File: config.mk
export PLATFORM = sky130hd
export DESIGN_NAME = longest_prefix_route_lookup_flat
export DESIGN_NICKNAME = d
export VERILOG_FILES = /design/src/hdl/lprl_pkg.sv /design/src/hdl/lprl_if.sv /design/src/hdl/lprl_ctrl.sv /design/src/hdl/lprl_dp.sv /design/src/hdl/longest_prefix_route_lookup.sv /design/src/flat_wrapper.sv
export VERILOG_INCLUDE_DIRS = /design/src /design/src/hdl
export SDC_FILE = /design/constraint.sdc
export NUM_CORES = 2
export LEC_CHECK = 0
export BUFFER_PORTS_ARGS = -buffer_cell sky130_fd_sc_hd__buf_4
export CORE_MARGIN = 2
export CORE_UTILIZATION = 54
export DETAILED_ROUTE_END_ITERATION = 12
export GPL_TIMING_DRIVEN = 0
export PLACE_DENSITY = 0.67
export REMOVE_ABC_BUFFERS = 1
export SLEW_MARGIN = 30
export SYNTH_ARGS = -nofsm -noshare
export SYNTH_HDL_FRONTEND = slang
export SYNTH_HIERARCHICAL = 1
export SYNTH_SLANG_ARGS = --single-unit
File: constraint.sdc
create_clock -name clk -period 13.7 [get_ports clk]
set_clock_uncertainty 0.1 [all_clocks]
set_input_delay 2.74 -clock clk [delete_from_list [all_inputs] [get_ports clk]]
set_output_delay 2.74 -clock clk [all_outputs]
set_load 0.02 [all_outputs]
File: src/hdl/longest_prefix_route_lookup_assert.svh
// Assertion macros for the route lookup block.
// Each macro samples on clk and is disabled while rst is high.
`ifndef LONGEST_PREFIX_ROUTE_LOOKUP_ASSERT_SVH
`define LONGEST_PREFIX_ROUTE_LOOKUP_ASSERT_SVH

// same-cycle implication
`define LPRL_ASSERT_NOW(label, ante, cons) \
  label: assert property (@(posedge clk) disable iff (rst) (ante) |-> (cons)) \
    else $error("route lookup check failed");

// next-cycle implication
`define LPRL_ASSERT_NEXT(label, ante, cons) \
  label: assert property (@(posedge clk) disable iff (rst) (ante) |=> (cons)) \
    else $error("route lookup check failed");

`endif

File: src/hdl/lprl_pkg.sv
// Shared types and constants of the route lookup block.
// No dependencies; used by the interfaces, controller, datapath and top level.
package lprl_pkg;

  localparam int TABLE_ENTRIES_DEF = 16;
  localparam int PORT_COUNT_DEF    = 16;

  localparam int OPCODE_W = 2;
  localparam int INDEX_W  = 4;
  localparam int PORT_W   = 4;
  localparam int ADDR_W   = 32;
  localparam int LEN_W    = 6;
  localparam int WIDE_W   = 9;

  typedef enum logic [OPCODE_W-1:0] {
    OP_WRITE  = 2'd0,
    OP_LOOKUP = 2'd1,
    OP_INVAL  = 2'd2
  } lprl_op_t;

  typedef enum logic [1:0] {
    ST_IDLE,
    ST_SCAN,
    ST_DRAIN
  } lprl_state_t;

  typedef struct packed {
    logic wr;
    logic inval;
    logic start;
    logic issue;
    logic rsp_load;
  } lprl_cmd_t;

  typedef struct packed {
    logic last;
    logic pipe_busy;
    logic rsp_free;
  } lprl_stat_t;

endpackage

File: src/hdl/lprl_if.sv
// Valid/ready channel interfaces for route requests and lookup results.
// Depends on lprl_pkg for field widths.
interface lprl_req_if;
  logic                           valid;
  logic                           ready;
  logic [lprl_pkg::OPCODE_W-1:0]  opcode;
  logic [lprl_pkg::INDEX_W-1:0]   entry_index;
  logic [lprl_pkg::ADDR_W-1:0]    entry_dest;
  logic [lprl_pkg::ADDR_W-1:0]    entry_mask;
  logic [lprl_pkg::ADDR_W-1:0]    entry_gateway;
  logic [lprl_pkg::PORT_W-1:0]    entry_port;
  logic [lprl_pkg::ADDR_W-1:0]    lookup_addr;

  modport source (
    output valid, opcode, entry_index, entry_dest, entry_mask, entry_gateway,
           entry_port, lookup_addr,
    input  ready
  );
  modport sink (
    input  valid, opcode, entry_index, entry_dest, entry_mask, entry_gateway,
           entry_port, lookup_addr,
    output ready
  );
endinterface

interface lprl_rsp_if;
  logic                          valid;
  logic                          ready;
  logic                          hit;
  logic [lprl_pkg::PORT_W-1:0]   out_port;
  logic [lprl_pkg::ADDR_W-1:0]   next_hop;
  logic [lprl_pkg::LEN_W-1:0]    prefix_len;
  logic [lprl_pkg::INDEX_W-1:0]  match_index;

  modport source (
    output valid, hit, out_port, next_hop, prefix_len, match_index,
    input  ready
  );
  modport sink (
    input  valid, hit, out_port, next_hop, prefix_len, match_index,
    output ready
  );
endinterface

File: src/hdl/lprl_ctrl.sv
// Request controller: decodes opcodes, sequences the table scan and result load.
// Depends on lprl_pkg for state, opcode, command and status types.
module lprl_ctrl (
  input  logic                          clk,
  input  logic                          rst,
  input  logic                          req_valid,
  input  logic [lprl_pkg::OPCODE_W-1:0] opcode,
  output logic                          req_ready,
  input  lprl_pkg::lprl_stat_t          stat,
  output lprl_pkg::lprl_cmd_t           cmd
);

  lprl_pkg::lprl_state_t state;
  lprl_pkg::lprl_state_t state_next;

  always_ff @(posedge clk) begin
    if (rst) begin
      state <= lprl_pkg::ST_IDLE;
    end else begin
      state <= state_next;
    end
  end

  always_comb begin
    state_next = state;
    cmd        = '0;
    req_ready  = 1'b0;
    unique case (state)
      lprl_pkg::ST_IDLE: begin
        req_ready = 1'b1;
        if (req_valid) begin
          unique case (opcode)
            lprl_pkg::OP_WRITE: begin
              cmd.wr = 1'b1;
            end
            lprl_pkg::OP_INVAL: begin
              cmd.inval = 1'b1;
            end
            lprl_pkg::OP_LOOKUP: begin
              cmd.start  = 1'b1;
              state_next = lprl_pkg::ST_SCAN;
            end
            default: begin
            end
          endcase
        end
      end
      lprl_pkg::ST_SCAN: begin
        cmd.issue = 1'b1;
        if (stat.last) begin
          state_next = lprl_pkg::ST_DRAIN;
        end
      end
      lprl_pkg::ST_DRAIN: begin
        if (!stat.pipe_busy && stat.rsp_free) begin
          cmd.rsp_load = 1'b1;
          state_next   = lprl_pkg::ST_IDLE;
        end
      end
      default: begin
        state_next = lprl_pkg::ST_IDLE;
      end
    endcase
  end

endmodule

File: src/hdl/lprl_dp.sv
// Route table datapath: entry memories, valid bits, scan pipeline and result register.
// Depends on lprl_pkg and lprl_rsp_if; driven by commands from lprl_ctrl.
module lprl_dp #(
  parameter int TABLE_ENTRIES = lprl_pkg::TABLE_ENTRIES_DEF,
  parameter int PORT_COUNT    = lprl_pkg::PORT_COUNT_DEF
) (
  input  logic                          clk,
  input  logic                          rst,
  input  lprl_pkg::lprl_cmd_t           cmd,
  output lprl_pkg::lprl_stat_t          stat,
  input  logic [lprl_pkg::INDEX_W-1:0]  entry_index,
  input  logic [lprl_pkg::ADDR_W-1:0]   entry_dest,
  input  logic [lprl_pkg::ADDR_W-1:0]   entry_mask,
  input  logic [lprl_pkg::ADDR_W-1:0]   entry_gateway,
  input  logic [lprl_pkg::PORT_W-1:0]   entry_port,
  input  logic [lprl_pkg::ADDR_W-1:0]   lookup_addr,
  lprl_rsp_if.source                    rsp
);

  localparam int IDX_W  = (TABLE_ENTRIES > 1) ? $clog2(TABLE_ENTRIES) : 1;
  localparam int ADDR_W = lprl_pkg::ADDR_W;
  localparam int PORT_W = lprl_pkg::PORT_W;
  localparam int LEN_W  = lprl_pkg::LEN_W;
  localparam int WIDE_W = lprl_pkg::WIDE_W;

  function automatic logic [3:0] lead_ones8(input logic [7:0] b);
    logic [3:0] n;
    logic       run;
    n   = 4'd0;
    run = 1'b1;
    for (int k = 7; k >= 0; k--) begin
      if (run && b[k]) begin
        n = n + 4'd1;
      end else begin
        run = 1'b0;
      end
    end
    return n;
  endfunction

  function automatic logic [LEN_W-1:0] join_len(input logic [3:0] c3, input logic [3:0] c2,
                                                input logic [3:0] c1, input logic [3:0] c0);
    logic [LEN_W-1:0] n;
    n = LEN_W'(c3);
    if (c3 == 4'd8) begin
      n = n + LEN_W'(c2);
      if (c2 == 4'd8) begin
        n = n + LEN_W'(c1);
        if (c1 == 4'd8) begin
          n = n + LEN_W'(c0);
        end
      end
    end
    return n;
  endfunction

  logic [ADDR_W-1:0] mem_dest [TABLE_ENTRIES];
  logic [ADDR_W-1:0] mem_mask [TABLE_ENTRIES];
  logic [ADDR_W-1:0] mem_gw   [TABLE_ENTRIES];
  logic [PORT_W-1:0] mem_port [TABLE_ENTRIES];
  logic [TABLE_ENTRIES-1:0] valid;

  logic [WIDE_W-1:0] idx_wide;
  logic [IDX_W-1:0]  wr_addr;
  logic              idx_ok;
  logic              port_ok;
  logic              do_write;

  logic [IDX_W-1:0]  cnt;
  logic [ADDR_W-1:0] addr_q;

  logic              p1;
  logic              rd_live;
  logic [ADDR_W-1:0] rd_dest;
  logic [ADDR_W-1:0] rd_mask;
  logic [ADDR_W-1:0] rd_gw;
  logic [PORT_W-1:0] rd_port;
  logic [IDX_W-1:0]  rd_idx;

  logic              p2;
  logic              a_live;
  logic [3:0]        a_cnt [4];
  logic [ADDR_W-1:0] a_gw;
  logic [PORT_W-1:0] a_port;
  logic [IDX_W-1:0]  a_idx;

  logic [LEN_W-1:0]  a_len;
  logic              upd;

  logic              best_found;
  logic [LEN_W-1:0]  best_len;
  logic [ADDR_W-1:0] best_gw;
  logic [PORT_W-1:0] best_port;
  logic [IDX_W-1:0]  best_idx;
  logic [WIDE_W-1:0] best_idx_wide;

  logic                         rsp_valid_q;
  logic                         rsp_hit_q;
  logic [PORT_W-1:0]            rsp_port_q;
  logic [ADDR_W-1:0]            rsp_hop_q;
  logic [LEN_W-1:0]             rsp_len_q;
  logic [lprl_pkg::INDEX_W-1:0] rsp_idx_q;

  assign idx_wide = WIDE_W'(entry_index);
  assign wr_addr  = idx_wide[IDX_W-1:0];
  assign idx_ok   = idx_wide < WIDE_W'(TABLE_ENTRIES);
  assign port_ok  = WIDE_W'(entry_port) < WIDE_W'(PORT_COUNT);
  assign do_write = cmd.wr && idx_ok && port_ok;

  always_ff @(posedge clk) begin
    if (do_write) begin
      mem_dest[wr_addr] <= entry_dest;
      mem_mask[wr_addr] <= entry_mask;
      mem_gw[wr_addr]   <= entry_gateway;
      mem_port[wr_addr] <= entry_port;
    end
    if (cmd.issue) begin
      rd_dest <= mem_dest[cnt];
      rd_mask <= mem_mask[cnt];
      rd_gw   <= mem_gw[cnt];
      rd_port <= mem_port[cnt];
      rd_idx  <= cnt;
      rd_live <= valid[cnt];
    end
  end

  always_ff @(posedge clk) begin
    if (rst) begin
      valid <= '0;
    end else if (do_write) begin
      valid[wr_addr] <= 1'b1;
    end else if (cmd.inval && idx_ok) begin
      valid[wr_addr] <= 1'b0;
    end
  end

  always_ff @(posedge clk) begin
    if (rst) begin
      cnt <= '0;
      p1  <= 1'b0;
      p2  <= 1'b0;
    end else begin
      p1 <= cmd.issue;
      p2 <= p1;
      if (cmd.start) begin
        cnt <= '0;
      end else if (cmd.issue) begin
        cnt <= cnt + IDX_W'(1);
      end
    end
  end

  always_ff @(posedge clk) begin
    if (cmd.start) begin
      addr_q <= lookup_addr;
    end
    a_live <= p1 && rd_live && (((addr_q ^ rd_dest) & rd_mask) == '0);
    a_cnt[3] <= lead_ones8(rd_mask[31:24]);
    a_cnt[2] <= lead_ones8(rd_mask[23:16]);
    a_cnt[1] <= lead_ones8(rd_mask[15:8]);
    a_cnt[0] <= lead_ones8(rd_mask[7:0]);
    a_gw     <= rd_gw;
    a_port   <= rd_port;
    a_idx    <= rd_idx;
  end

  assign a_len = join_len(a_cnt[3], a_cnt[2], a_cnt[1], a_cnt[0]);
  assign upd   = p2 && a_live && (!best_found || (a_len > best_len));

  always_ff @(posedge clk) begin
    if (rst) begin
      best_found <= 1'b0;
    end else if (cmd.start) begin
      best_found <= 1'b0;
    end else if (upd) begin
      best_found <= 1'b1;
    end
  end

  always_ff @(posedge clk) begin
    if (cmd.start) begin
      best_len  <= '0;
      best_gw   <= '0;
      best_port <= '0;
      best_idx  <= '0;
    end else if (upd) begin
      best_len  <= a_len;
      best_gw   <= a_gw;
      best_port <= a_port;
      best_idx  <= a_idx;
    end
  end

  assign best_idx_wide = WIDE_W'(best_idx);

  always_ff @(posedge clk) begin
    if (rst) begin
      rsp_valid_q <= 1'b0;
    end else if (cmd.rsp_load) begin
      rsp_valid_q <= 1'b1;
    end else if (rsp.ready) begin
      rsp_valid_q <= 1'b0;
    end
  end

  always_ff @(posedge clk) begin
    if (cmd.rsp_load) begin
      rsp_hit_q  <= best_found;
      rsp_port_q <= best_port;
      rsp_hop_q  <= best_gw;
      rsp_len_q  <= best_len;
      rsp_idx_q  <= best_idx_wide[lprl_pkg::INDEX_W-1:0];
    end
  end

  assign rsp.valid       = rsp_valid_q;
  assign rsp.hit         = rsp_hit_q;
  assign rsp.out_port    = rsp_port_q;
  assign rsp.next_hop    = rsp_hop_q;
  assign rsp.prefix_len  = rsp_len_q;
  assign rsp.match_index = rsp_idx_q;

  assign stat.last      = cnt == IDX_W'(TABLE_ENTRIES - 1);
  assign stat.pipe_busy = p1 || p2;
  assign stat.rsp_free  = !rsp_valid_q || rsp.ready;

endmodule

File: src/hdl/longest_prefix_route_lookup.sv
// Longest-prefix IPv4 route lookup over a TABLE_ENTRIES-slot table.
// Write and invalidate are done in the idle state; the block stays ready for the next request.
// A lookup reads one slot per cycle through a single compare unit; the result register is loaded once the
// scan pipeline has drained and the previous result was taken, and no new request is accepted until then.
// Synchronous rst clears the valid bits, the controller, the scan pipeline flags and the result valid flag.
`include "longest_prefix_route_lookup_assert.svh"

module longest_prefix_route_lookup #(
  parameter int TABLE_ENTRIES = lprl_pkg::TABLE_ENTRIES_DEF,
  parameter int PORT_COUNT    = lprl_pkg::PORT_COUNT_DEF
) (
  input  logic        clk,
  input  logic        rst,
  lprl_req_if.sink    req,
  lprl_rsp_if.source  rsp
);

  lprl_pkg::lprl_cmd_t  cmd;
  lprl_pkg::lprl_stat_t stat;

  lprl_ctrl u_ctrl (
    .clk       (clk),
    .rst       (rst),
    .req_valid (req.valid),
    .opcode    (req.opcode),
    .req_ready (req.ready),
    .stat      (stat),
    .cmd       (cmd)
  );

  lprl_dp #(
    .TABLE_ENTRIES (TABLE_ENTRIES),
    .PORT_COUNT    (PORT_COUNT)
  ) u_dp (
    .clk           (clk),
    .rst           (rst),
    .cmd           (cmd),
    .stat          (stat),
    .entry_index   (req.entry_index),
    .entry_dest    (req.entry_dest),
    .entry_mask    (req.entry_mask),
    .entry_gateway (req.entry_gateway),
    .entry_port    (req.entry_port),
    .lookup_addr   (req.lookup_addr),
    .rsp           (rsp)
  );

  `LPRL_ASSERT_NEXT(a_lookup_blocks, req.valid && req.ready && req.opcode == lprl_pkg::OP_LOOKUP, !req.ready)
  `LPRL_ASSERT_NOW(a_no_overwrite, cmd.rsp_load, !rsp.valid || rsp.ready)
  `LPRL_ASSERT_NEXT(a_load_shows, cmd.rsp_load, rsp.valid)
  `LPRL_ASSERT_NOW(a_miss_zero, rsp.valid && !rsp.hit, rsp.prefix_len == '0 && rsp.out_port == '0 && rsp.next_hop == '0 && rsp.match_index == '0)

endmodule
File: src/flat_wrapper.sv
// flat-port wrapper written by rule: the top's interface ports become plain ports
module longest_prefix_route_lookup_flat 
#(
  parameter int TABLE_ENTRIES = lprl_pkg::TABLE_ENTRIES_DEF,
  parameter int PORT_COUNT    = lprl_pkg::PORT_COUNT_DEF
)
  (clk, rst, req_valid, req_opcode, req_entry_index, req_entry_dest, req_entry_mask, req_entry_gateway, req_entry_port, req_lookup_addr, req_ready, rsp_valid, rsp_hit, rsp_out_port, rsp_next_hop, rsp_prefix_len, rsp_match_index, rsp_ready);
  lprl_req_if req_i ();
  lprl_rsp_if rsp_i ();
  input  logic clk;
  input  logic rst;
  input wire logic [$bits(req_i.valid)-1:0] req_valid;
  input wire logic [$bits(req_i.opcode)-1:0] req_opcode;
  input wire logic [$bits(req_i.entry_index)-1:0] req_entry_index;
  input wire logic [$bits(req_i.entry_dest)-1:0] req_entry_dest;
  input wire logic [$bits(req_i.entry_mask)-1:0] req_entry_mask;
  input wire logic [$bits(req_i.entry_gateway)-1:0] req_entry_gateway;
  input wire logic [$bits(req_i.entry_port)-1:0] req_entry_port;
  input wire logic [$bits(req_i.lookup_addr)-1:0] req_lookup_addr;
  output wire logic [$bits(req_i.ready)-1:0] req_ready;
  output wire logic [$bits(rsp_i.valid)-1:0] rsp_valid;
  output wire logic [$bits(rsp_i.hit)-1:0] rsp_hit;
  output wire logic [$bits(rsp_i.out_port)-1:0] rsp_out_port;
  output wire logic [$bits(rsp_i.next_hop)-1:0] rsp_next_hop;
  output wire logic [$bits(rsp_i.prefix_len)-1:0] rsp_prefix_len;
  output wire logic [$bits(rsp_i.match_index)-1:0] rsp_match_index;
  input wire logic [$bits(rsp_i.ready)-1:0] rsp_ready;
  assign req_i.valid = req_valid;
  assign req_i.opcode = req_opcode;
  assign req_i.entry_index = req_entry_index;
  assign req_i.entry_dest = req_entry_dest;
  assign req_i.entry_mask = req_entry_mask;
  assign req_i.entry_gateway = req_entry_gateway;
  assign req_i.entry_port = req_entry_port;
  assign req_i.lookup_addr = req_lookup_addr;
  assign req_ready = req_i.ready;
  assign rsp_valid = rsp_i.valid;
  assign rsp_hit = rsp_i.hit;
  assign rsp_out_port = rsp_i.out_port;
  assign rsp_next_hop = rsp_i.next_hop;
  assign rsp_prefix_len = rsp_i.prefix_len;
  assign rsp_match_index = rsp_i.match_index;
  assign rsp_i.ready = rsp_ready;
  longest_prefix_route_lookup #(.TABLE_ENTRIES(TABLE_ENTRIES), .PORT_COUNT(PORT_COUNT)) u_core (.clk(clk), .rst(rst), .req(req_i), .rsp(rsp_i));
endmodule
# Word-level counts from Yosys, hierarchy flattened
# Memory sizes are Yosys's and may differ from the RTL's. A register that Yosys moved wholly into a read port is not among the register bits.
# Index checks and enable logic that the tools add are counted.
# classes
n_eq_ne	12
bitwise_logic	5
order_cmp	5
muxes	87
n_reduce_logical	49
n_addsub	32
# ops
operator	count
adder 4 x 1 -> 4 bit (second input constant)	29
2-to-1 mux 4 bit	28
2-to-1 mux 1 bit	45
logical AND 1 bit	36
AND 32 bit	1
logical NOT 32 bit	1
2-to-1 mux 16 bit	2
bitwise XOR 32 bit	1
2-to-1 mux 6 bit	3
AND 16 bit	1
== test 4 bit (second input constant)	4
inverter 16 bit	1
bitwise OR 16 bit	1
less-than comparator 4 x 5 -> 1 bit (second input constant)	3
2-to-1 mux 2 bit	4
adder 5 x 4 -> 6 bit	1
adder 6 x 4 -> 6 bit	1
> comparator 6 bit	1
2-to-1 mux 3 bit	2
one-hot mux 2 bit (3 select lines)	1
adder 4 x 4 -> 5 bit	1
binary-select mux 1 bit (select 4 bit)	1
demux 1 bit (select 4 bit)	1
== test 2 x 1 -> 1 bit (second input constant)	2
10 further kinds	19
# word_totals
ramBits	1616
in_bits	142
n_memories	5
elab_cells	218
reg_bits	197
# memory_table
memory	depth	width	read_ports	rd_ports_with_merged_regs	write_ports	line	source
u_core.u_dp.mem_dest	16	32	1	1	1	lprl_dp.sv:57	logic [ADDR_W-1:0] mem_dest [TABLE_ENTRIES];
u_core.u_dp.mem_gw	16	32	1	1	1	lprl_dp.sv:59	logic [ADDR_W-1:0] mem_gw [TABLE_ENTRIES];
u_core.u_dp.mem_mask	16	32	1	1	1	lprl_dp.sv:58	logic [ADDR_W-1:0] mem_mask [TABLE_ENTRIES];
u_core.u_dp.mem_port	16	4	1	1	1	lprl_dp.sv:60	logic [PORT_W-1:0] mem_port [TABLE_ENTRIES];
u_core.u_dp.a_cnt	4	4	4	0	4	lprl_dp.sv:82	logic [3:0] a_cnt [4];

# Longest topological paths before layout
# logic_depth
depth_word	15
mapped_depth	22
depth_no_buf	21

# Cells and area by module
# The synthesis kept the hierarchy.
# by_module_without_submodules
module	n_inst	cells_per_inst	seq_area_each_um2	area_each_um2
lprl_dp	1	3417	56113.8	72520.8
lprl_ctrl	1	18	40.0	145.1

# Least setup slack after synthesis
# OpenSTA, ideal clock, no wires.
# synth_path
kind	input to register
from	input port rsp_ready
to	register u_core.u_dp.rsp_hit_q, in the netlist u_core/u_dp/rsp.hit, enable pin
cell_stages	3
t_arrival_ps	6440
slack_ps	6638
path_cell_list	nand2b_1 -> nand2b_1 -> nor3b_1
# synth_lines
item	line	source
from (decl)	flat_wrapper.sv:27	input wire logic [$bits(rsp_i.ready)-1:0] rsp_ready;
to (signal assigned)	lprl_dp.sv:208	rsp_hit_q <= best_found;
to (decl)	lprl_dp.sv:98	logic rsp_hit_q;

==> out/results.md <==
## STA
- 0 ns — aggregate negative setup slack
- 37.8% — Period Utilization, post-route
- false — RSZ-0062 raised after global routing
- 0 — Max Transition Viols Final
- 5.18 ns — post-layout min period
- 0 — number of endpoints failing setup at the final stage
- 48.3% — relative max-transition margin
- 0.238 ns — worst hold slack across all endpoints
- 0.774 ns — transition time of the tightest slew-check pin
- 193 MHz — achievable frequency
- 8.52 ns — post-route worst setup slack
- 0 — Final Hold Viols

## Placement
- 87700 um — DP HPWL
- 8.15 ns — setup slack at placement
- 77700 um^2 — placed cell areas
- 190 — number of input and output port buffers inserted
- 0.796 — RD Place Congestion

## GRT
- 34900 — number of global-route vias before repair
- 0 — total grt overflow
- 233000 um — first-pass GRT wire length
- 10 — initial antenna violation count
- 23.4% — global-route usage over all layers
- 56 — maximum number of pins on one net before global-route repair

## Drt
- 70500 um — WL met1
- 28.0 um — wire length per cell
- 11300 um — met3 wirelength from detailed routing
- 0 — remaining design rule violation count
- 74000 um — length of routed met2 wiring
- met5 — highest routing layer actually used
- 5 — First-pass DRT Iterations
- 158000 um — Routed WL
- 3346 — number of DRC markers after the initial detailed-route iteration
- 34700 — Via Count
- 6.14 — via count normalized by instance count
- 0 — Antenna Nets Post-Route

## Critical path
- 14.28 ns — worst endpoint required time
- u_core/u_dp/a_cnt[3][0] — startpoint of the worst-slack reg-to-reg timing path
- register — crit path launch type
- 23 — number of cells on the worst reg-to-reg path
- reg2reg — kind of critical path
- 8.52 ns — reg-to-reg slack, setup
- 14 — largest fanout on the critical path
- u_core/u_dp/best_port[0] — Reg2Reg Capture Point
- 5.76 ns — Arr. time, crit path
- register — endpoint type of the worst setup path

## Die
- 138000 um^2 — area of the die
- 191 — number of primary I/O pins
- 54.4% — Initial Util
- 371 um — floorplan die width
- 133000 um^2 — placeable core area
- 371 um — height of the chip
- 134 — number of cell rows

## Clock network
- 0 — hold_buf cts
- yes — clock tree from TritonCTS
- 4 — H-tree level count
- 1913 — total clock sinks
- clkbuf_16 — Root Driver
- 186 — clock buffer count from CTS
- 0 — post-CTS resize count
- 0.78 ns — Skew-Pair Late Insertion Delay
- 0 — number of buffers inserted by post-CTS setup repair
- 3 — number of buffers between clock root and the deepest sink
- 0.06 ns — clock transition time at the flip-flop clock pins of the worst setup and hold paths

## Min path
- u_core/u_dp/rd_gw[4] — source of the worst hold timing path
- u_core/u_dp/a_gw[4] — Endpoint, Worst Hold
- reg2reg — hold crit path type
- 0 — cell depth of the worst min-delay path

## Synthesis
- edfxtp_1 — most used flip-flop cell after synthesis
- 21.2 um^2 — Avg Synthesized Cell Area
- 0% — Synth async-reset ratio
- 3435 — Syn Inst Count
- 63 — distinct cell type count after synthesis
- 72700 um^2 — Mapped Area
- 6 — YS warnings
- 1784 — number of enable-type register cells in the synthesized netlist
- 73.7% — share of the synthesized area in the top cell type
- 77.3% — part of the Yosys area used for sequential elements
- 1913 — flip-flop and latch count after synthesis
- edfxtp_1 — Yosys top cell by area
- edfxtp_1 74%, mux4_2 13%, dfxtp_1 3.6% — dominant cells by area after synthesis

## Flow run
- 0 — MaxCap Viol Count

## Finish
- 15.0% — Area growth, synth to finish
- 83600 um^2 — total non-filler cell area in the finished layout
- 3927 — final layout net count
- 25.3% — fraction of layout instances using a drive strength above 1

## Pwr
- 141 nW/um^2 — power density over cell area
- 0.108 mV — worst vdd ir
- 11.7 mW — sum of internal, switching and leakage power
- 26.6 nW — static leakage power

## Outcome
- finished clean — status

cell usage after synthesis (25+ instances only):
cell type and instances:
edfxtp_1 1784, mux4_2 404, mux2i_1 153, a21oi_1 138, dfxtp_1 129, nor2b_1 113, a211oi_1 103, clkbuf_1 88
nand2_1 60, nor2_1 60, buf_2 47, xor2_1 45, inv_1 43, ha_1 39, o21ai_0 38, buf_4 25
worst max-delay path, cell delays in order (launching register included):
cell      delay [ns]
dfxtp_1         0.35
ha_1            0.23
fa_1            0.41
xor2_1          0.24
ha_1            0.31
nor2_1          0.11
nor2_1          0.07
xor2_1          0.17
ha_1            0.24
or2_2           0.29
o221ai_2        0.14
xnor2_1         0.13
nand2_1         0.08
xor2_1          0.27
nor2_1          0.08
ha_1            0.32
a21o_1          0.16
nand2_1         0.06
nand3b_1        0.11
o21ai_4         0.44
buf_12          0.24
buf_16          0.19
mux2i_1         0.21
nor2_1          0.06
area by class of cell:
type	instances	area, um^2
Clock inverter	77	778
Sequential cell	1913	56200
Multi-Input combinational cell	1312	15600
Antenna cell	3	7.51
Timing Repair Buffer	287	3410
Tap cell	1768	2210
Fill cell	9167	49900
Clock buffer	258	5140
Inverter	43	282
worst max path at each step:
stage                                       start                          to  depth (start not counted)
after floorplan                u_core/u_dp/cnt[0]       u_core/u_dp/rd_idx[0]                          0
after global placement         u_core/u_dp/cnt[0]      u_core/u_dp/rd_dest[6]                          4
after detailed placement                req_valid  u_core/u_dp/mem_gw[12][11]                          7
after CTS                 u_core/u_dp/a_cnt[3][0]    u_core/u_dp/best_port[0]                         23
after global routing      u_core/u_dp/a_cnt[3][0]     u_core/u_dp/best_gw[16]                         22
final                     u_core/u_dp/a_cnt[3][0]    u_core/u_dp/best_port[0]                         23
sequential cells by signal, summed over array words and instances, names as in the netlist, 4 cells and up, named ones only:
signal	flops
u_core/u_dp/a_cnt	16
u_core/u_dp/rsp.out_port	4
u_core/u_dp/best_len	6
u_core/u_dp/rd_idx	4
u_core/u_dp/mem_dest	512
u_core/u_dp/rsp.next_hop	32
u_core/u_dp/cnt	4
u_core/u_dp/best_port	4
u_core/u_dp/rd_gw	32
u_core/u_dp/mem_port	64
u_core/u_dp/addr_q	32
u_core/u_dp/a_port	4
u_core/u_dp/rd_mask	32
u_core/u_dp/best_gw	32
u_core/u_dp/mem_mask	512
u_core/u_dp/rsp.match_index	4
u_core/u_dp/mem_gw	512
u_core/u_dp/best_idx	4
u_core/u_dp/a_gw	32
u_core/u_dp/rd_dest	32
u_core/u_dp/rd_port	4
u_core/u_dp/a_idx	4
u_core/u_dp/rsp.prefix_len	6
metal layers:
layer  vias up  track usage, %
li1      14800               -
met1     18600            35.6
met2      1197            35.8
met3       220            4.11
met4        12            5.50
met5         -               0
per-stage QoR:
step	instances	utilization [%]
3_5_place_dp	5323	58.2
4_1_cts	5658	62.6
3_3_place_gp	5226	56.6
5_1_grt	5659	62.6
2_1_floorplan	3268	-
6_report	5661	62.6
power breakdown:
part	switching [mW]	leakage [nW]	internal, mW	total (mW)
Clock	2.08	2.89	2.87	4.95
Combinational	0.198	6.58	0.163	0.361
Sequential	0.0201	17.1	6.42	6.44
Total	2.30	26.6	9.45	11.7
cells by family (layout without fill, tap and decap cells):
group                      Yosys count  after routing  share of synthesized area (%)
other                                0              3                              0
DFF                               1913           1913                           77.3
xor gates and xnor gates            58             58                          0.699
adders and majority gates           42             42                          0.754
muxes                              563            563                           14.7
and+or+nand+nor                    320            320                           2.41
AOI/OAI and AO/OA                  329            329                           2.83
buffers and inverters              210            665                           1.31
cell usage in the layout, fill, tap and decap left out, drive strengths merged, types with 10 or more instances in the layout:
cell type / synthesis / layout
ha: 39 / 39
nand2: 60 / 60
clkbuf: 88 / 258
bufinv: 0 / 14
nand3: 14 / 14
nor2: 61 / 61
xor2: 45 / 45
nor3: 10 / 10
edfxtp: 1784 / 1784
o21ai: 39 / 39
nand4: 10 / 10
clkinv: 0 / 58
xnor2: 13 / 13
inv: 43 / 46
mux2i: 153 / 153
nor2b: 113 / 113
mux4: 404 / 404
a21boi: 10 / 10
a211oi: 103 / 103
buf: 79 / 287
dfxtp: 129 / 129
a21oi: 138 / 138
(Power assumes the default switching activity.)
